[config.mk]
export PLATFORM = sky130hd
export DESIGN_NAME = tla_row_logic
export DESIGN_NICKNAME = d
export VERILOG_FILES = /design/src/sv/tla_pkg.sv /design/src/sv/tla_row_logic.sv
export SDC_FILE = /design/constraint.sdc
export NUM_CORES = 1
export LEC_CHECK = 0
export BUFFER_PORTS_ARGS = -buffer_cell sky130_fd_sc_hd__buf_2
export CAP_MARGIN = 25
export CORE_ASPECT_RATIO = 1.4
export CORE_UTILIZATION = 60
export DETAILED_ROUTE_END_ITERATION = 8
export MAX_ROUTING_LAYER = met4
export PLACE_DENSITY_LB_ADDON = 0.08
export SLEW_MARGIN = 20
export SYNTH_ARGS = -nofsm -noshare
export SYNTH_HDL_FRONTEND = slang
export SYNTH_SLANG_ARGS = --single-unit
[constraint.sdc]
create_clock -name vclk -period 16
set_input_delay 0.8 -clock vclk [all_inputs]
set_output_delay 0.8 -clock vclk [all_outputs]
set_load 0.05 [all_outputs]
[src/sv/tla_pkg.sv]
// ----------------------------------------------------------------------------
// tla_pkg
// shared types and constants of the toroidal life automaton
// ----------------------------------------------------------------------------
package tla_pkg;

  // grid storage limits
  localparam int MAX_WIDTH  = 64;
  localparam int MAX_HEIGHT = 64;
  localparam int COL_W      = $clog2(MAX_WIDTH);
  localparam int ROW_W      = $clog2(MAX_HEIGHT);

  // register widths
  localparam int SIZE_W  = 7;
  localparam int COUNT_W = 16;
  localparam int DATA_W  = 32;

  // smallest grid side in use
  localparam logic [SIZE_W-1:0] MIN_SIZE = SIZE_W'(3);

  // b3/s23 rule
  localparam logic [3:0] BIRTH_COUNT   = 4'd3;
  localparam logic [3:0] SURVIVE_COUNT = 4'd2;

  // register map
  localparam int NUM_REGS  = 3;
  localparam int ADDR_W    = $clog2(NUM_REGS * 4);
  localparam int REG_IDX_W = ADDR_W - 2;
  localparam logic [REG_IDX_W-1:0] REG_GRID_WIDTH  = REG_IDX_W'(0);
  localparam logic [REG_IDX_W-1:0] REG_GRID_HEIGHT = REG_IDX_W'(1);
  localparam logic [REG_IDX_W-1:0] REG_GEN_COUNT   = REG_IDX_W'(2);

  // opcodes
  localparam logic [1:0] OP_WRITE = 2'd0;
  localparam logic [1:0] OP_RUN   = 2'd1;
  localparam logic [1:0] OP_READ  = 2'd2;

  typedef struct packed {
    logic [1:0] opcode;
    logic [5:0] row;
    logic [5:0] column;
    logic       new_cell;
  } in_t;

  typedef struct packed {
    logic read_cell;
    logic status;
  } out_t;

  // configuration as seen by the sequencer, sizes already clamped
  typedef struct packed {
    logic [SIZE_W-1:0]  width;
    logic [SIZE_W-1:0]  height;
    logic [COUNT_W-1:0] gen_count;
  } cfg_t;

endpackage

[src/sv/tla_row_logic.sv]
// ----------------------------------------------------------------------------
// tla_row_logic
// next state of one grid row from its north, own and south rows
// ----------------------------------------------------------------------------
module tla_row_logic (
  input  logic [tla_pkg::MAX_WIDTH-1:0] north,
  input  logic [tla_pkg::MAX_WIDTH-1:0] mid,
  input  logic [tla_pkg::MAX_WIDTH-1:0] south,
  input  logic [tla_pkg::SIZE_W-1:0]    width,
  output logic [tla_pkg::MAX_WIDTH-1:0] next_row,
  output logic [tla_pkg::MAX_WIDTH-1:0] use_mask,
  output logic                          changed
);
  import tla_pkg::*;

  always_comb begin
    logic [COL_W-1:0] last_col;
    logic [COL_W-1:0] west_idx;
    logic [COL_W-1:0] east_idx;
    logic [3:0]       cnt;
    last_col = COL_W'(width - SIZE_W'(1));
    changed  = 1'b0;
    for (int c = 0; c < MAX_WIDTH; c++) begin
      // columns wrap at the configured width
      west_idx = (c == 0) ? last_col : COL_W'(c - 1);
      east_idx = ((COL_W'(c) == last_col) || (c == MAX_WIDTH - 1)) ? '0 : COL_W'(c + 1);
      cnt = 4'(north[west_idx]) + 4'(north[c]) + 4'(north[east_idx])
          + 4'(mid[west_idx])                  + 4'(mid[east_idx])
          + 4'(south[west_idx]) + 4'(south[c]) + 4'(south[east_idx]);
      next_row[c] = (cnt == BIRTH_COUNT) || ((cnt == SURVIVE_COUNT) && mid[c]);
      use_mask[c] = (SIZE_W'(c) < width);
      changed     = changed | (use_mask[c] & (next_row[c] ^ mid[c]));
    end
  end

endmodule

# ---- After elaboration in Yosys (flattened, before gate mapping)
# Index checks and enable logic that the tools add are counted.
dict set report totals {
  register_bits 0
  output_inout_bits 129
  in_bits 199
  wordCells 1534
}
dict set report classes {
  n_mux 447
  add_sub_neg 449
  eq_ne 190
  bitwise_logic 191
  reduce_logical 129
  order_cmp 128
}
# cell n
set op_table {}
lappend op_table {{$bmux W1 S6} 192}
lappend op_table {{$add A4 B1 Y4} 262}
lappend op_table {{$eq A4 B2 Y1 const B} 128}
lappend op_table {{$add A3 B1 Y4} 61}
lappend op_table {{$lt A6 B7 Y1 const B} 33}
lappend op_table {{$lt A6 B7 Y1 const A} 32}
lappend op_table {{$mux W1} 193}
lappend op_table {{$mux W6} 32}
lappend op_table {{$eq A6 B6 Y1 const A} 31}
lappend op_table {{$add A2 B1 Y3} 61}
lappend op_table {{$add A1 B1 Y2} 64}
lappend op_table {{$lt A5 B7 Y1 const A} 16}
lappend op_table {{$lt A5 B7 Y1 const B} 16}
lappend op_table {{$eq A5 B6 Y1 const A} 16}
lappend op_table {{$mux W5} 16}
lappend op_table {{$and A1 B1 Y1} 64}
lappend op_table {{$logic_and A1 B1 Y1} 64}
lappend op_table {{$logic_or A1 B1 Y1} 64}
lappend op_table {{$xor A1 B1 Y1} 64}
lappend op_table {{$or A1 B1 Y1} 63}
lappend op_table {{$lt A4 B7 Y1 const A} 8}
lappend op_table {{$lt A4 B7 Y1 const B} 8}
lappend op_table {{$eq A4 B6 Y1 const A} 8}
lappend op_table {{$mux W4} 8}
lappend op_table {{13 further kinds} 30}

# ---- Logic depth before layout (Yosys ltp)
dict set report logic_depth {
  depth_word 79
  depth_mapped 27
  mapped_depth_nobuf 21
}

# ---- Worst setup path after synthesis
# No wires, ideal clock.
dict set report synth_timing {
  path_kind {input-to-output}
  startpoint {input port width[0] (netlist name)}
  endpoint {output port changed}
  t_arrival_ns 7.830
  setup_slack_ns 7.370
  t_required_ns 15.200
  stages 27
  path_cell_list {buf_4 -> buf_2 -> clkbuf_1 -> inv_1 -> ha_1 -> clkbuf_2 -> nand2b_1 -> nor2_1 -> xnor2_1 -> clkbuf_1 -> nand2_1 -> buf_2 -> nor2_1 -> mux2_2 -> fa_1 -> inv_1 -> fa_1 -> fa_1 -> inv_1 -> ha_1 -> fa_1 -> or2_2 -> a21oi_1 -> mux2i_1 -> a2111oi_0 -> and4_1 -> nand4_1}
}
dict set report synth_between {
  elab_chain_len 79
  elab_cells_between_ends 1396
  cone_classes {380 x add/sub; 64 x order compare; 188 x eq/ne; 447 x mux; 190 x bitwise; 127 x reduce/logical}
}
# element line_no
set synth_rtl {}
lappend synth_rtl {{from (decl)} tla_row_logic.sv:9} ;# input logic [tla_pkg::SIZE_W-1:0] width,
lappend synth_rtl {{$sub A6 B1 Y6 (*)} tla_row_logic.sv:21} ;# last_col = COL_W'(width - SIZE_W'(1));
lappend synth_rtl {{$logic_not A6 Y1} tla_row_logic.sv:26} ;# east_idx = ((COL_W'(c) == last_col) || (c == MAX_WIDTH - 1)) ? '0 : COL_W'(c + 1);
lappend synth_rtl {{$mux W1} tla_row_logic.sv:26}
lappend synth_rtl {{$bmux W1 S6} tla_row_logic.sv:27} ;# cnt = 4'(north[west_idx]) + 4'(north[c]) + 4'(north[east_idx])
lappend synth_rtl {{$mux W1 (implied by the code)} tla_row_logic.sv:27}
lappend synth_rtl {{$add A2 B1 Y3} tla_row_logic.sv:27}
lappend synth_rtl {{$add A3 B1 Y4} tla_row_logic.sv:28} ;# + 4'(mid[west_idx]) + 4'(mid[east_idx])
lappend synth_rtl {{$add A4 B1 Y4} tla_row_logic.sv:28}
lappend synth_rtl {{$add A4 B1 Y4 (2 in series)} tla_row_logic.sv:29} ;# + 4'(south[west_idx]) + 4'(south[c]) + 4'(south[east_idx]);
lappend synth_rtl {{$add A4 B1 Y4 (*)} tla_row_logic.sv:29}
lappend synth_rtl {{$eq A4 B2 Y1} tla_row_logic.sv:30} ;# next_row[c] = (cnt == BIRTH_COUNT) || ((cnt == SURVIVE_COUNT) && mid[c]);
lappend synth_rtl {{$logic_and A1 B1 Y1} tla_row_logic.sv:30}
lappend synth_rtl {{$logic_or A1 B1 Y1 (*)} tla_row_logic.sv:30}
lappend synth_rtl {{net next_row (one bit)} tla_row_logic.sv:10} ;# output logic [tla_pkg::MAX_WIDTH-1:0] next_row,
lappend synth_rtl {{$xor A1 B1 Y1 (*)} tla_row_logic.sv:32} ;# changed = changed | (use_mask[c] & (next_row[c] ^ mid[c]));
lappend synth_rtl {{$and A1 B1 Y1 (*)} tla_row_logic.sv:32}
lappend synth_rtl {{$or A1 B1 Y1 (*) (63 in series)} tla_row_logic.sv:32}
lappend synth_rtl {{to (decl)} tla_row_logic.sv:12} ;# output logic changed
# Mark *: on every way through the listed nets, which the timed path passes. The rest lies on a longest branch. The select of a mux whose other input is x is not followed.

# ---- Worst setup path in the final report
dict set report layout_timing {
  startpoint {input port width[0] (netlist name)}
  endpoint {output port changed}
}
dict set report layout_between {
  elab_chain_len 79
  elab_cells_between_ends 1396
  cone_classes {380 x add/sub; 64 x order compare; 188 x eq/ne; 447 x mux; 190 x bitwise; 127 x reduce/logical}
}
# element line_no
set layout_rtl {}
lappend layout_rtl {{$sub A6 B1 Y6} tla_row_logic.sv:21}
lappend layout_rtl {{$eq A1 B6 Y1 / $logic_not A6 Y1 (equally long branches)} tla_row_logic.sv:26}
lappend layout_rtl {{$mux W2 / $mux W1 (equally long branches)} tla_row_logic.sv:26}
lappend layout_rtl {{$bmux W1 S6} tla_row_logic.sv:27}
lappend layout_rtl {{$mux W1 (implied by the code)} tla_row_logic.sv:27}
lappend layout_rtl {{$add A2 B1 Y3} tla_row_logic.sv:27}
lappend layout_rtl {{$add A3 B1 Y4} tla_row_logic.sv:28}
lappend layout_rtl {{$add A4 B1 Y4} tla_row_logic.sv:28}
lappend layout_rtl {{$add A4 B1 Y4 (3 in series)} tla_row_logic.sv:29}
lappend layout_rtl {{$eq A4 B2 Y1} tla_row_logic.sv:30}
lappend layout_rtl {{$logic_and A1 B1 Y1} tla_row_logic.sv:30}
lappend layout_rtl {{$logic_or A1 B1 Y1} tla_row_logic.sv:30}
lappend layout_rtl {{$xor A1 B1 Y1} tla_row_logic.sv:32}
lappend layout_rtl {{$and A1 B1 Y1} tla_row_logic.sv:32}
lappend layout_rtl {{$or A1 B1 Y1 (62 in series)} tla_row_logic.sv:32}
lappend layout_rtl {{$or A1 B1 Y1 (*)} tla_row_logic.sv:32}
# Every way passes the cells marked *; elsewhere a longest branch is shown, timed or not. The select of a mux whose other input is x is not followed.

==> results.ini <==
[clocking]
postCtsSetupBuffers=0
cts.repair.resized=0
hold_buffers=0

[yosys]
synth_area_leaders=fa_1, ha_1, mux2i_1
synth_cells=1742
syn_area_mm2=0.0166
ys_seq_area_share_pct=0
synth_top_family_by_area=adder cells
synth_top_cell_area_share_pct=30.9
yosys.area_share.simple_pct=13.0
syn-num-nets=2393
yosysUniqueCellTypes=72
synth_fa_ha_area_share_pct=45.8
synth-compound-area-share_pct=10.5
yosysWarnings=0
yosysTopAreaCell=fa_1
synth_xor_area_share_pct=1.43
synthMuxAreaShare_pct=22.0
avgSynthCellArea_um2=9.51

[routing]
drc=0
wl_per_cell_um=23.8
vias=15180
drt-total-wl_um=56500
detail-route-antenna-nets=0
drt_iter0_markers=1008
firstDrtPassIters=5
avgViaCountPerCell=6.38

[timing]
rsz0062_at_grt=no
setup_violations=0
slew_viol_final=0
finalHoldViolations=0
hold_slack_ns=2.10
post-route-min-period_ns=9.26
worstMarginPinSlew_ns=1.10
period_share_pct=57.9
slew_headroom_pct=26.3
tns_ns=0
max_freq_mhz=108

[cells_and_area]
seq_area_um2=0
layout-drive-gt1-share_pct=25.8
clkbuf_count=0
final_nets=2666
final_cells=2380
nFlopsAndLatches=0
area_growth_pct=11.5
stdcell_area_mm2=0.0185

[global_route]
grt.total_usage_pct=42.0
grt_max_degree=52
globalRouteOverflowTotal=0
grt_first_pass_wirelength_um=86700
antenna_found_initial=2
grt_pass1_vias=15479

[critical_path]
cp.required_ns=15.20
crit_family=adder cells
cp_slowest_cell=xnor2_2
worstSetupEndpoint=changed
worstPathArrival_ns=8.46
crit_fanout=51
cp.buffers_inverters=6
path_common_cell=fa_1
crit_path_start=width[0]
startpoint_type=input pin
cp-end-kind=output port
cp_cell_sequence=buf_4, buf_4, inv_1, ha_2, nand2b_1, nor2_1, xnor2_2, nand2_1, nor2_1, mux2_2, fa_1, inv_1, fa_1, fa_1, inv_1, ha_1, fa_1, or2_2, a21oi_1, mux2i_1, a2111oi_0, and4_1, nand4_1, buf_2
cp.depth=24
critical_path.max_stage_delay_ns=0.79
worstSetupPathType=in -> out

[floorplan]
ioPinCount=328
die_area_mm2=0.0283
rows=71
die_h_um=199
initial_utilization_pct=61.3
die_width_um=142
core_mm2=0.0270

[placement]
port-buffer-count=328
dp.cells=2378
gp_congestion=1.03
hpwl_um=47900
post_dp_cell_area_mm2=0.0185

[hold_path]
min_path_type=in -> out
holdPathStages=4

[outcome]
status=finished, final reports clean

[run]
maxCapViolCount=0

-- tightest hold or removal path, stage by stage --
cell and delay [ns]:
buf_2 0.14, nor2_1 0.09, nor2_1 0.06, buf_2 0.21
-- per-layer routing --
metal | up-vias | wire length, µm | track usage, %
met3 | 181 | 4340 | 5.61
met2 | 770 | 28000 | 70.9
met4 | 0 | 3470 | 21.1
met1 | 7561 | 20800 | 48.9
li1 | 6668 | - | -
met5 | - | 0 | -
-- through the flow --
stage	util [%]	setup slack, ns
6_report	68.4	6.74
5_1_grt	68.4	6.19
4_1_cts	68.3	6.76
3_5_place_dp	68.3	6.75
3_3_place_gp	68.3	6.89
2_1_floorplan	-	7.37
-- logic make-up after synthesis --
| logic type | Yosys count |
|---|---|
| adders and majority gates | 452 |
| and+or+nand+nor | 406 |
| buffers and inverters | 301 |
| muxes | 279 |
| AOI/OAI and AO/OA | 277 |
| xor gates and xnor gates | 27 |
-- Yosys cell counts, types with 5 or more instances --
master     instances
nand3_1           43
nand2b_1          21
nor3b_1            5
ha_1             196
mux4_2            58
and2_1            13
a21o_1             6
buf_1              5
a31oi_1            5
and3_1            17
nand2_1           79
xor2_1            19
or2_2             27
o2111ai_1          5
o21a_1            19
o211ai_1           9
a2111oi_0          6
mux2i_1          147
o211a_1           15
xnor2_1            8
clkbuf_1          40
and3b_1            8
nand4_1           16
or3_1              8
nor2_1           104
mux2_2            71
and4b_1           11
buf_2             18
o221a_2            6
a21oi_1           96
nand3b_1          10
inv_1            230
nor2b_1           14
nor3_1             8
o21ai_0           78
fa_1             256
-- final cells by class --
class / instances / area (µm²)
multi-input combinational: 1441 / 15400
fill: 2327 / 8550
timing repair buffer: 342 / 1750
inverter: 230 / 863
tap: 365 / 457
antenna: 2 / 5.00
-- worst min-delay path by stage --
stage,start,endpoint
CTS,mid[56],next_row[56]
finish,mid[56],next_row[56]
global route,mid[18],next_row[18]
global placement,mid[18],next_row[18]
detailed placement,mid[58],next_row[58]
floorplan,width[6],use_mask[63]
-- cell usage in the layout (no fill, tap or decap), drive strengths merged, types with 60 or more instances in the layout --
| cell | netlist | layout |
|---|---|---|
| a21oi | 96 | 96 |
| buf | 30 | 342 |
| fa | 256 | 256 |
| ha | 196 | 196 |
| inv | 230 | 230 |
| mux2 | 72 | 72 |
| mux2i | 147 | 147 |
| mux4 | 60 | 60 |
| nand2 | 79 | 79 |
| nor2 | 105 | 105 |
| o21ai | 80 | 80 |
