<file path="config.mk">
export PLATFORM = sky130hd
export DESIGN_NAME = tla_cfg_regs
export DESIGN_NICKNAME = d
export VERILOG_FILES = /design/src/sv/tla_pkg.sv /design/src/sv/tla_cfg_regs.sv
export SDC_FILE = /design/constraint.sdc
export NUM_CORES = 1
export LEC_CHECK = 0
export ABC_AREA = 1
export BUFFER_PORTS_ARGS = -buffer_cell sky130_fd_sc_hd__buf_2
export CORE_MARGIN = 3
export CORE_UTILIZATION = 44
export DETAILED_ROUTE_END_ITERATION = 6
export GPL_TIMING_DRIVEN = 0
export PLACE_DENSITY = 0.87
export SYNTH_ARGS = -nofsm -noshare
export SYNTH_HDL_FRONTEND = slang
export SYNTH_SLANG_ARGS = --single-unit
</file>
<file path="constraint.sdc">
create_clock -name clk -period 1 [get_ports clk]
set_input_delay 0.05 -clock clk [delete_from_list [all_inputs] [get_ports clk]]
set_output_delay 0.05 -clock clk [all_outputs]
set_load 0.02 [all_outputs]
</file>
<file path="src/sv/tla_pkg.sv">
// ----------------------------------------------------------------------------
// tla_pkg
// shared types and constants of the toroidal life automaton
// ----------------------------------------------------------------------------
package tla_pkg;

  // grid storage limits
  localparam int MAX_WIDTH  = 64;
  localparam int MAX_HEIGHT = 64;
  localparam int COL_W      = $clog2(MAX_WIDTH);
  localparam int ROW_W      = $clog2(MAX_HEIGHT);

  // register widths
  localparam int SIZE_W  = 7;
  localparam int COUNT_W = 16;
  localparam int DATA_W  = 32;

  // smallest grid side in use
  localparam logic [SIZE_W-1:0] MIN_SIZE = SIZE_W'(3);

  // b3/s23 rule
  localparam logic [3:0] BIRTH_COUNT   = 4'd3;
  localparam logic [3:0] SURVIVE_COUNT = 4'd2;

  // register map
  localparam int NUM_REGS  = 3;
  localparam int ADDR_W    = $clog2(NUM_REGS * 4);
  localparam int REG_IDX_W = ADDR_W - 2;
  localparam logic [REG_IDX_W-1:0] REG_GRID_WIDTH  = REG_IDX_W'(0);
  localparam logic [REG_IDX_W-1:0] REG_GRID_HEIGHT = REG_IDX_W'(1);
  localparam logic [REG_IDX_W-1:0] REG_GEN_COUNT   = REG_IDX_W'(2);

  // opcodes
  localparam logic [1:0] OP_WRITE = 2'd0;
  localparam logic [1:0] OP_RUN   = 2'd1;
  localparam logic [1:0] OP_READ  = 2'd2;

  typedef struct packed {
    logic [1:0] opcode;
    logic [5:0] row;
    logic [5:0] column;
    logic       new_cell;
  } in_t;

  typedef struct packed {
    logic read_cell;
    logic status;
  } out_t;

  // configuration as seen by the sequencer, sizes already clamped
  typedef struct packed {
    logic [SIZE_W-1:0]  width;
    logic [SIZE_W-1:0]  height;
    logic [COUNT_W-1:0] gen_count;
  } cfg_t;

endpackage

</file>
<file path="src/sv/tla_cfg_regs.sv">
// ----------------------------------------------------------------------------
// tla_cfg_regs
// apb register file for grid size and generation count
// ----------------------------------------------------------------------------
module tla_cfg_regs (
  input  logic                        clk,
  input  logic                        rst_n,
  input  logic                        psel,
  input  logic                        penable,
  input  logic                        pwrite,
  input  logic [tla_pkg::ADDR_W-1:0]  paddr,
  input  logic [tla_pkg::DATA_W-1:0]  pwdata,
  output logic [tla_pkg::DATA_W-1:0]  prdata,
  output tla_pkg::cfg_t               cfg
);
  import tla_pkg::*;

  logic [SIZE_W-1:0]    grid_width_r;
  logic [SIZE_W-1:0]    grid_height_r;
  logic [COUNT_W-1:0]   gen_count_r;
  logic [REG_IDX_W-1:0] reg_idx;
  logic                 wr_en;

  assign reg_idx = paddr[ADDR_W-1:2];
  assign wr_en   = psel && penable && pwrite;

  always_ff @(posedge clk) begin
    if (!rst_n) begin
      grid_width_r  <= SIZE_W'(MAX_WIDTH);
      grid_height_r <= SIZE_W'(MAX_HEIGHT);
      gen_count_r   <= COUNT_W'(1);
    end else if (wr_en) begin
      unique case (reg_idx)
        REG_GRID_WIDTH:  grid_width_r  <= pwdata[SIZE_W-1:0];
        REG_GRID_HEIGHT: grid_height_r <= pwdata[SIZE_W-1:0];
        REG_GEN_COUNT:   gen_count_r   <= pwdata[COUNT_W-1:0];
        default: ;
      endcase
    end
  end

  always_comb begin
    unique case (reg_idx)
      REG_GRID_WIDTH:  prdata = DATA_W'(grid_width_r);
      REG_GRID_HEIGHT: prdata = DATA_W'(grid_height_r);
      REG_GEN_COUNT:   prdata = DATA_W'(gen_count_r);
      default:         prdata = '0;
    endcase
  end

  // clamp sizes into the range the storage supports
  always_comb begin
    priority if (grid_width_r < MIN_SIZE)            cfg.width = MIN_SIZE;
    else if (grid_width_r > SIZE_W'(MAX_WIDTH))      cfg.width = SIZE_W'(MAX_WIDTH);
    else                                             cfg.width = grid_width_r;
    priority if (grid_height_r < MIN_SIZE)           cfg.height = MIN_SIZE;
    else if (grid_height_r > SIZE_W'(MAX_HEIGHT))    cfg.height = SIZE_W'(MAX_HEIGHT);
    else                                             cfg.height = grid_height_r;
    cfg.gen_count = gen_count_r;
  end

endmodule

</file>
# --- Yosys cells after proc, flatten, opt, wreduce, memory -nomap -nowiden ---
# Index checks and enable logic that the tools add are counted.
word_totals:
  regBits: 30
  latch_bits: 0
  mem_bits_rw: 0
  romBits: 0
  inputBits: 41
  output_inout_bits: 62
  elab_cells: 20
  memories: 0
classes:
  addsub: 0
  mul: 0
  div: 0
  order_cmp: 4
  eq_ne: 2
  shifts: 0
  muxes: 5
  n_bitwise: 0
  n_reduce_logical: 6
op_table:
  columns: ["op", "count"]
  rows:
  - ["$pmux W16 S3", 1]
  - ["$mux W7", 4]
  - ["$gt A7 B7 Y1 const B", 2]
  - ["$lt A7 B2 Y1 const B", 2]
  - ["$reduce_and A2 Y1", 3]
  - ["$eq A2 B1 Y1 const B", 1]
  - ["$eq A2 B2 Y1 const B", 1]
  - ["$logic_and A1 B1 Y1", 2]
  - ["$logic_not A2 Y1", 1]

# --- Logic depth before layout (Yosys ltp) ---
# Gate-level depths: netlist of the first run.
depth:
  word_depth: 3
  mapped_depth: 6
  depth_no_buf: 5

# --- Least setup slack after synthesis of the first run ---
# No wires, ideal clock.
synth_timing:
  kind: "flip-flop to output port"
  start: "register grid_width_r[4]"
  end: "output cfg[28] in the netlist's numbering"
  arrival_time_ns: 1.014
  t_required_ns: 0.950
  slack_ns: -0.064
  path_stages_with_launch: 4
  path_buffers: 0
  cell_sequence: "dfxtp_1 > nor2_1 > nand3_1 > a21boi_0"
synth_lines:
  columns: ["element", "line_no", "text"]
  rows:
  - ["from (decl)", "tla_cfg_regs.sv:18", "logic [SIZE_W-1:0] grid_width_r;"]
  - ["from (signal assigned)", "tla_cfg_regs.sv:29", "grid_width_r <= SIZE_W'(MAX_WIDTH);"]
  - ["from (signal assigned)", "tla_cfg_regs.sv:34", "REG_GRID_WIDTH: grid_width_r <= pwdata[SIZE_W-1:0];"]
  - ["to (decl)", "tla_cfg_regs.sv:14", "output tla_pkg::cfg_t cfg"]

==> results of run 1 <==
repair_timing:
| action | in CTS | in global routing |
|---|---|---|
| pin swaps | 15 | 9 |
| gates resized for setup | 53 | 61 |
| buffers inserted | 1 | 7 |
| endpoints found under the setup margin | 21 | 30 |
layout make-up:
cell class                 count  area [sq um]
multi-input combinational    198           966
buffer                        27           194
sequential                    30           647
clock buffer                   7          76.3
fill                         327          1140
timing repair buffer          75           508
inverter                      39           149
tap                           48          60.1
placed cells by master, fill, tap and decap left out, drive strengths merged, types with 3 or more instances in the layout:
cell type and count:
nand2 51, o21ai 3, buf 101, conb 16, a21oi 6, o211ai 6, nand3 34, nor2 81
inv 39, dfxtp 30, clkbuf 8
per-stage QoR:
step | util, % | hold slack [ns] | power (mW) | setup TNS (ns) | std cells
2_1_floorplan | - | 0.176 | 1.61 | 0 | 297
3_3_place_gp | 58.9 | 0.295 | 1.74 | -0.579 | 412
3_5_place_dp | 58.9 | 0.303 | 1.75 | -0.813 | 412
4_1_cts | 64.2 | 0.0115 | 2.66 | -1.68 | 418
5_1_grt | 69.5 | 0.0254 | 2.81 | -3.11 | 424
6_report | 69.5 | 0.0131 | 2.71 | -2.29 | 424
worst min path at each step:
stage	start	end	slack, ns	depth (start not counted)
2_1_floorplan	pwdata[0]	gen_count_r[0]$_SDFFE_PN1P_	0.18	2
3_3_place_gp	pwdata[6]	grid_height_r[6]$_SDFFE_PN1P_	0.30	3
3_5_place_dp	pwdata[6]	grid_width_r[6]$_SDFFE_PN1P_	0.30	3
4_1_cts	pwdata[6]	grid_width_r[6]$_SDFFE_PN1P_	0.01	3
5_1_grt	pwdata[0]	gen_count_r[0]$_SDFFE_PN1P_	0.03	3
6_report	pwdata[0]	gen_count_r[0]$_SDFFE_PN1P_	0.01	3
registers in the layout, indices dropped and copies added, names as in the netlist:
| name | flops |
|---|---|
| grid_width_r | 7 |
| grid_height_r | 7 |
| gen_count_r | 16 |
where the power goes:
part	leakage, nW	switching (mW)	internal [mW]
sequential	0.254	0.0297	1.21
combinational	0.981	0.338	0.210
clock	0.0383	0.445	0.478
Yosys cell counts:
library cell / n / area, sq um
dfxtp_1: 30 / 601
nand3_4: 1 / 17.5
buf_2: 4 / 20.0
inv_1: 37 / 139
nand2_1: 51 / 191
conb_1: 1 / 3.75
nor2_1: 76 / 285
buf_1: 3 / 11.3
nor2_4: 3 / 33.8
clkbuf_1: 4 / 15.0
inv_2: 2 / 7.51
a21boi_0: 1 / 7.51
nor2_2: 2 / 12.5
buf_6: 3 / 33.8
nand3_1: 33 / 165
o21ai_0: 3 / 15.0
a21oi_1: 6 / 30.0
buf_4: 16 / 120
o211ai_1: 6 / 45.0
worst register-to-register path: stages (launching register included):
cell and delay [ns]:
dfxtp_4 0.37, buf_6 0.14, buf_4 0.13, o21ai_0 0.07, nand3_1 0.08
kinds of logic (layout without fill, tap and decap cells):
family	Yosys count	after routing	synth area share [%]
compound gates	16	16	5.56
buf+inv	69	148	19.8
flops	30	30	34.2
other cells	1	16	0.214
simple gates	166	166	40.2
routing by layer:
| layer | vias up | wire length [um] | track usage [%] |
|---|---|---|---|
| met2 | 91 | 2740 | 38.0 |
| met1 | 896 | 2040 | 23.8 |
| met4 | 0 | 117 | 8.68 |
| li1 | 1010 | - | - |
| met5 | - | 0 | 0 |
| met3 | 12 | 460 | 6.27 |
==> tab_implementation.tex, run 1 <==
\begin{tabular}{lr}
\hline
Metric & Value \\
\hline
\multicolumn{2}{l}{\textbf{Finish}} \\
\quad Layout cell share with drive strength beyond 1 & 43.1\% \\
\quad Design Area, Final & 2600 sq um \\
\quad Ant. Diodes & 0 \\
\quad Number of nets in the final layout & 417 \\
\quad Area growth from synthesis to layout & 48.2\% \\
\multicolumn{2}{l}{\textbf{Logic synthesis}} \\
\quad Count of different cell masters after synthesis & 19 \\
\quad Sequential element share of the synthesized area & 34.2\% \\
\quad Gate count after technology mapping & 282 \\
\quad Cell area after technology mapping & 1750 sq um \\
\quad Average cell area after synthesis & 6.22 sq um \\
\quad Register bit total from synthesis & 30 \\
\quad Synthesis Warnings & 0 \\
\multicolumn{2}{l}{\textbf{Setup path}} \\
\quad Gate family responsible for the most delay along the worst path & flip-flops \\
\quad Setup slack of the most critical reg-to-reg path & 0.09 ns \\
\quad Worst setup startpoint & grid\_height\_r[5]\$\_SDFFE\_PN0P\_ \\
\quad Peak fanout along the critical path & 3 \\
\quad Biggest cell delay along the critical path & 0.35 ns \\
\quad Destination of the worst register-to-register timing path & grid\_width\_r[6]\$\_SDFFE\_PN1P\_ \\
\quad Bufs and invs on worst path & 1 \\
\quad Required time reported for the critical path endpoint & 0.95 ns \\
\quad Depth of the worst register-to-register path & 4 \\
\quad Cell at the slowest stage of the critical path & dfxtp\_2 \\
\quad Critical Path End & cfg[19] \\
\quad Arrival @ worst endpoint & 1.18 ns \\
\quad Nature of the critical path endpoint & output pin \\
\quad Type of the setup path with the least slack & reg2out \\
\quad Sequence of cells on the critical path & nor2\_4, nand3\_2, a21oi\_2, buf\_6 \\
\quad Worst setup SP type & register \\
\quad Cell count along the critical path & 4 \\
\quad Reg-to-reg critical path startpoint & grid\_width\_r[6]\$\_SDFFE\_PN1P\_ \\
\multicolumn{2}{l}{\textbf{Global routing}} \\
\quad Largest net degree at the start of global routing & 11 \\
\quad Grt ovf & 0 \\
\quad Overall global routing resource usage & 21.5\% \\
\quad Global-route wire length before repair & 8250 um \\
\quad Number of global-route vias before repair & 1,851 \\
\quad Antenna violations before repair & 0 \\
\multicolumn{2}{l}{\textbf{Timing}} \\
\quad Worst-case headroom to the max-slew limit & 65.8\% \\
\quad Total count of hold-check failures in the final report & 0 \\
\quad Shortest period the worst path allows & 1.23 ns \\
\quad RSZ-0062 raised after global routing & yes \\
\quad Maximum clock frequency & 815 MHz \\
\quad Post-route fraction of the period consumed by the critical path & 123\% \\
\quad Total of endpoints with negative setup slack in the final report & 19 \\
\quad Fin worst setup slack & -0.226 ns \\
\quad Maximum clock skew at final layout & 0 ns \\
\quad Final max-slew violation count & 0 \\
\quad Worst slew pin tran & 0.513 ns \\
\multicolumn{2}{l}{\textbf{Job}} \\
\quad Count of maximum capacitance violations & 0 \\
\multicolumn{2}{l}{\textbf{Die}} \\
\quad Starting density of the core & 46.9\% \\
\quad Total Die Area & 4780 sq um \\
\quad Horiz. Die Dim & 69.1 um \\
\quad Die boundary height & 69.1 um \\
\quad Number of placed I/O pins & 103 \\
\quad Number of core rows & 22 \\
\quad CORE AREA & 3740 sq um \\
\multicolumn{2}{l}{\textbf{CTS}} \\
\quad Clk sink count & 30 \\
\quad Post-CTS Hold Fix Bufs & 0 \\
\quad Worst-path clk slew & 0.06 ns \\
\quad Number of buffers inserted during clock tree synthesis & 5 \\
\quad Clock tree from TritonCTS & yes \\
\quad Insertion delay to the later sink of the worst-skew pair & 0.29 ns \\
\quad Root Buffer & clkbuf\_8 \\
\quad CTS max path bufs & 2 \\
\quad H-tree depth reported by CTS & 2 \\
\multicolumn{2}{l}{\textbf{Status}} \\
\quad Run status & complete, but fails checks \\
\quad Violated checks & setup timing \\
\multicolumn{2}{l}{\textbf{Placement}} \\
\quad Pre-CTS setup slack & -0.122 ns \\
\quad Cell area reported after detailed placement & 2210 sq um \\
\quad Placed wire-length estimate & 3630 um \\
\quad GPL Wtd Cong & 0.855 \\
\quad Number of port buffers & 67 \\
\multicolumn{2}{l}{\textbf{Route}} \\
\quad WL per Instance & 12.7 um \\
\quad Number of vias in the routed layout & 2,009 \\
\quad Antenna viol nets, final & 0 \\
\quad Initial DRT Pass Iterations & 4 \\
\quad Violation count after the first detailed-routing iteration & 150 \\
\quad Remaining routing DRC violations & 0 \\
\quad Final Routed Wirelength & 5360 um \\
\quad Average vias per placed instance & 4.74 \\
\multicolumn{2}{l}{\textbf{Min path}} \\
\quad Worst hold path class & in2reg \\
\multicolumn{2}{l}{\textbf{Power and ir drop}} \\
\quad LEAKAGE & 1.27 nW \\
\quad Worst vdd ir & 0.534 mV \\
\quad Total power per unit cell area & 1040 nW/um\^{}2 \\
\hline
\end{tabular}
Note: power is estimated with default switching activity, not from simulation.
==> run 2: changes to the inputs <==
==> constraint.sdc (replaced) <==
create_clock -name clk -period 1 [get_ports clk]
set_input_delay 0.15 -clock clk [delete_from_list [all_inputs] [get_ports clk]]
set_output_delay 0.15 -clock clk [all_outputs]
set_load 0.02 [all_outputs]
==> run 2 against run 1 <==
Net effect:
- the run still ends with setup timing left
- critical path depth did not move
- count of clock-buffer cells in the layout fell by 1
- cell count rose by 1.4%
- fmax fell by 7.4%
- clock skew did not move
- combinational power rose by 13%
- clock power rose by 13%
- first-iteration DRC count fell by 21%
- sequential power barely moved
- largest power group unchanged
==> tab_implementation.tex, run 2 (synthesis gave the netlist of run 1 again) <==
\begin{tabular}{lr}
\hline
Metric & Value \\
\hline
\multicolumn{2}{l}{\textbf{Placement}} \\
\quad Number of port buffers & 67 \\
\quad Cell area reported after detailed placement & 2220 sq um \\
\quad Placed wire-length estimate & 3620 um \\
\quad Pre-CTS setup slack & -0.287 ns \\
\quad GPL Wtd Cong & 0.838 \\
\quad Cell total after placement & 412 \\
\multicolumn{2}{l}{\textbf{Power and ir drop}} \\
\quad LEAKAGE & 1.35 nW \\
\quad Total power per unit cell area & 1030 nW/um\^{}2 \\
\quad Final Total Pwr & 2.90 mW \\
\quad Worst vdd ir & 0.570 mV \\
\multicolumn{2}{l}{\textbf{CTS}} \\
\quad Root Buffer & clkbuf\_8 \\
\quad Clk sink count & 30 \\
\quad Number of buffers inserted during clock tree synthesis & 5 \\
\quad Post-CTS Hold Fix Bufs & 0 \\
\quad Clock tree from TritonCTS & yes \\
\quad H-tree depth reported by CTS & 2 \\
\quad Worst-path clk slew & 0.07 ns \\
\quad Insertion delay to the later sink of the worst-skew pair & 0.29 ns \\
\quad CTS max path bufs & 2 \\
\multicolumn{2}{l}{\textbf{Timing}} \\
\quad Maximum clock frequency & 756 MHz \\
\quad Post-route setup TNS & -4.85 ns \\
\quad Fin worst setup slack & -0.324 ns \\
\quad Maximum clock skew at final layout & 0 ns \\
\quad Total of endpoints with negative setup slack in the final report & 31 \\
\quad Post-route fraction of the period consumed by the critical path & 132\% \\
\quad Final max-slew violation count & 0 \\
\quad RSZ-0062 raised after global routing & yes \\
\quad Total count of hold-check failures in the final report & 0 \\
\quad Smallest hold slack & 0.114 ns \\
\quad Shortest period the worst path allows & 1.32 ns \\
\multicolumn{2}{l}{\textbf{Job}} \\
\quad Count of maximum capacitance violations & 0 \\
\multicolumn{2}{l}{\textbf{Min path}} \\
\quad Terminating pin of the worst hold path & grid\_height\_r[6]\$\_SDFFE\_PN1P\_ \\
\quad Worst hold path class & in2reg \\
\quad Instance count along the most critical hold path & 3 \\
\quad Launch point of the worst hold path & pwdata[6] \\
\multicolumn{2}{l}{\textbf{Route}} \\
\quad Remaining routing DRC violations & 0 \\
\quad Antenna viol nets, final & 0 \\
\quad WL per Instance & 13.9 um \\
\quad Initial DRT Pass Iterations & 4 \\
\quad Number of vias in the routed layout & 2,146 \\
\quad Violation count after the first detailed-routing iteration & 119 \\
\quad Average vias per placed instance & 4.99 \\
\quad Final Routed Wirelength & 5970 um \\
\multicolumn{2}{l}{\textbf{Status}} \\
\quad Violated checks & setup timing \\
\quad Run status & complete, but fails checks \\
\multicolumn{2}{l}{\textbf{Setup path}} \\
\quad Reg-to-reg critical path startpoint & grid\_height\_r[6]\$\_SDFFE\_PN1P\_ \\
\quad Required time reported for the critical path endpoint & 0.85 ns \\
\quad Type of the setup path with the least slack & reg2out \\
\quad Worst setup SP type & register \\
\quad Biggest cell delay along the critical path & 0.37 ns \\
\quad Destination of the worst register-to-register timing path & grid\_height\_r[6]\$\_SDFFE\_PN1P\_ \\
\quad Arrival @ worst endpoint & 1.17 ns \\
\quad Peak fanout along the critical path & 4 \\
\quad Setup slack of the most critical reg-to-reg path & 0.13 ns \\
\quad Nature of the critical path endpoint & output pin \\
\quad Sequence of cells on the critical path & nor2\_4, nand3\_2, a21boi\_2, buf\_4 \\
\quad Depth of the worst register-to-register path & 3 \\
\quad Cell at the slowest stage of the critical path & dfxtp\_4 \\
\multicolumn{2}{l}{\textbf{Die}} \\
\quad CORE AREA & 3740 sq um \\
\quad Total Die Area & 4780 sq um \\
\quad Die boundary height & 69.1 um \\
\quad Number of core rows & 22 \\
\quad Horiz. Die Dim & 69.1 um \\
\quad Starting density of the core & 46.9\% \\
\quad Number of placed I/O pins & 103 \\
\multicolumn{2}{l}{\textbf{Finish}} \\
\quad Area of the multi-input gates & 1040 sq um \\
\quad Most frequent cells in the layout & nor2\_1 (58), buf\_4 (48), nand2\_1 (45) \\
\quad Layout filler cell count & 280 \\
\quad Number of nets in the final layout & 422 \\
\quad Leading registers by flop count & gen\_count\_r (16), grid\_height\_r (7), grid\_width\_r (7) \\
\quad Count of placed standard cells in the final layout, fillers left out & 430 \\
\quad Ant. Diodes & 0 \\
\quad Area growth from synthesis to layout & 60.8\% \\
\quad Design Area, Final & 2820 sq um \\
\quad Commonest non-fill, non-tap cell in the layout & nor2\_1 \\
\quad Max FFs per register & 16 \\
\quad Layout cell share with drive strength beyond 1 & 50.5\% \\
\quad Top reg by flops & gen\_count\_r \\
\quad Core utilization of the finished layout & 75.4\% \\
\quad Sequential standard cell area & 649 sq um \\
\multicolumn{2}{l}{\textbf{Global routing}} \\
\quad Global-route met2 utilization & 37.4\% \\
\quad Overall global routing resource usage & 21.6\% \\
\quad Grt ovf & 0 \\
\quad Antenna violations before repair & 0 \\
\quad Largest net degree at the start of global routing & 11 \\
\quad Most crowded layer after global routing & met2 \\
\quad Global routing usage on met1 & 25.1\% \\
\quad Global-route wire length before repair & 8430 um \\
\quad Number of global-route vias before repair & 1,915 \\
\quad GR Layer Usage met3 & 6.41\% \\
\hline
\end{tabular}
-- run 2: routing by layer --
| metal | wire length, um | share of wire [%] |
|---|---|---|
| met1 | 2190 | 37 |
| met3 | 533 | 8.9 |
| met2 | 3010 | 50 |
| met5 | 0 | 0 |
| met4 | 238 | 4.0 |
-- run 2: how the worst max path moves through the flow --
| stage | startpoint | end | slack [ns] | cells after the start |
|---|---|---|---|---|
| finish | grid_width_r[2]$_SDFFE_PN0P_ | cfg[28] | -0.32 | 4 |
| global route | grid_width_r[2]$_SDFFE_PN0P_ | cfg[28] | -0.38 | 4 |
| CTS | grid_height_r[5]$_SDFFE_PN0P_ | cfg[21] | -0.30 | 4 |
| detailed placement | paddr[2] | prdata[2] | -0.29 | 6 |
| global placement | paddr[2] | prdata[2] | -0.27 | 6 |
| floorplan | grid_height_r[4]$_SDFFE_PN0P_ | cfg[19] | -0.03 | 3 |
-- run 2: critical path: cells and delay by family (launching register included) --
kind | cells | cell delay (ns)
AOI/OAI and AO/OA | 1 | 0.15
and+or+nand+nor | 2 | 0.20
DFF | 1 | 0.37
buffers and inverters | 1 | 0.15
-- run 2: cell type report --
| class | instances | share of cell area, % |
|---|---|---|
| Buffer | 28 | 7.49 |
| Clock buffer | 6 | 2.93 |
| Clock inverter | 2 | 0.443 |
| Inverter | 39 | 5.37 |
| Multi-Input combinational cell | 198 | 36.9 |
| Sequential cell | 30 | 23.0 |
| Tap cell | 48 | 2.13 |
| Timing Repair Buffer | 79 | 21.8 |
-- run 2: report_power, final --
group / internal [mW] / switching (mW)
Clock: 0.552 / 0.487
Combinational: 0.247 / 0.371
Sequential: 1.21 / 0.0325
-- run 2: repair_timing --
| action | 4_1_cts | 5_1_grt |
|---|---|---|
| cloned | 0 | 1 |
| pin swaps | 15 | 15 |
| gates resized for setup | 88 | 72 |
| setup endpoints to repair | 30 | 36 |
| buffers inserted | 2 | 9 |
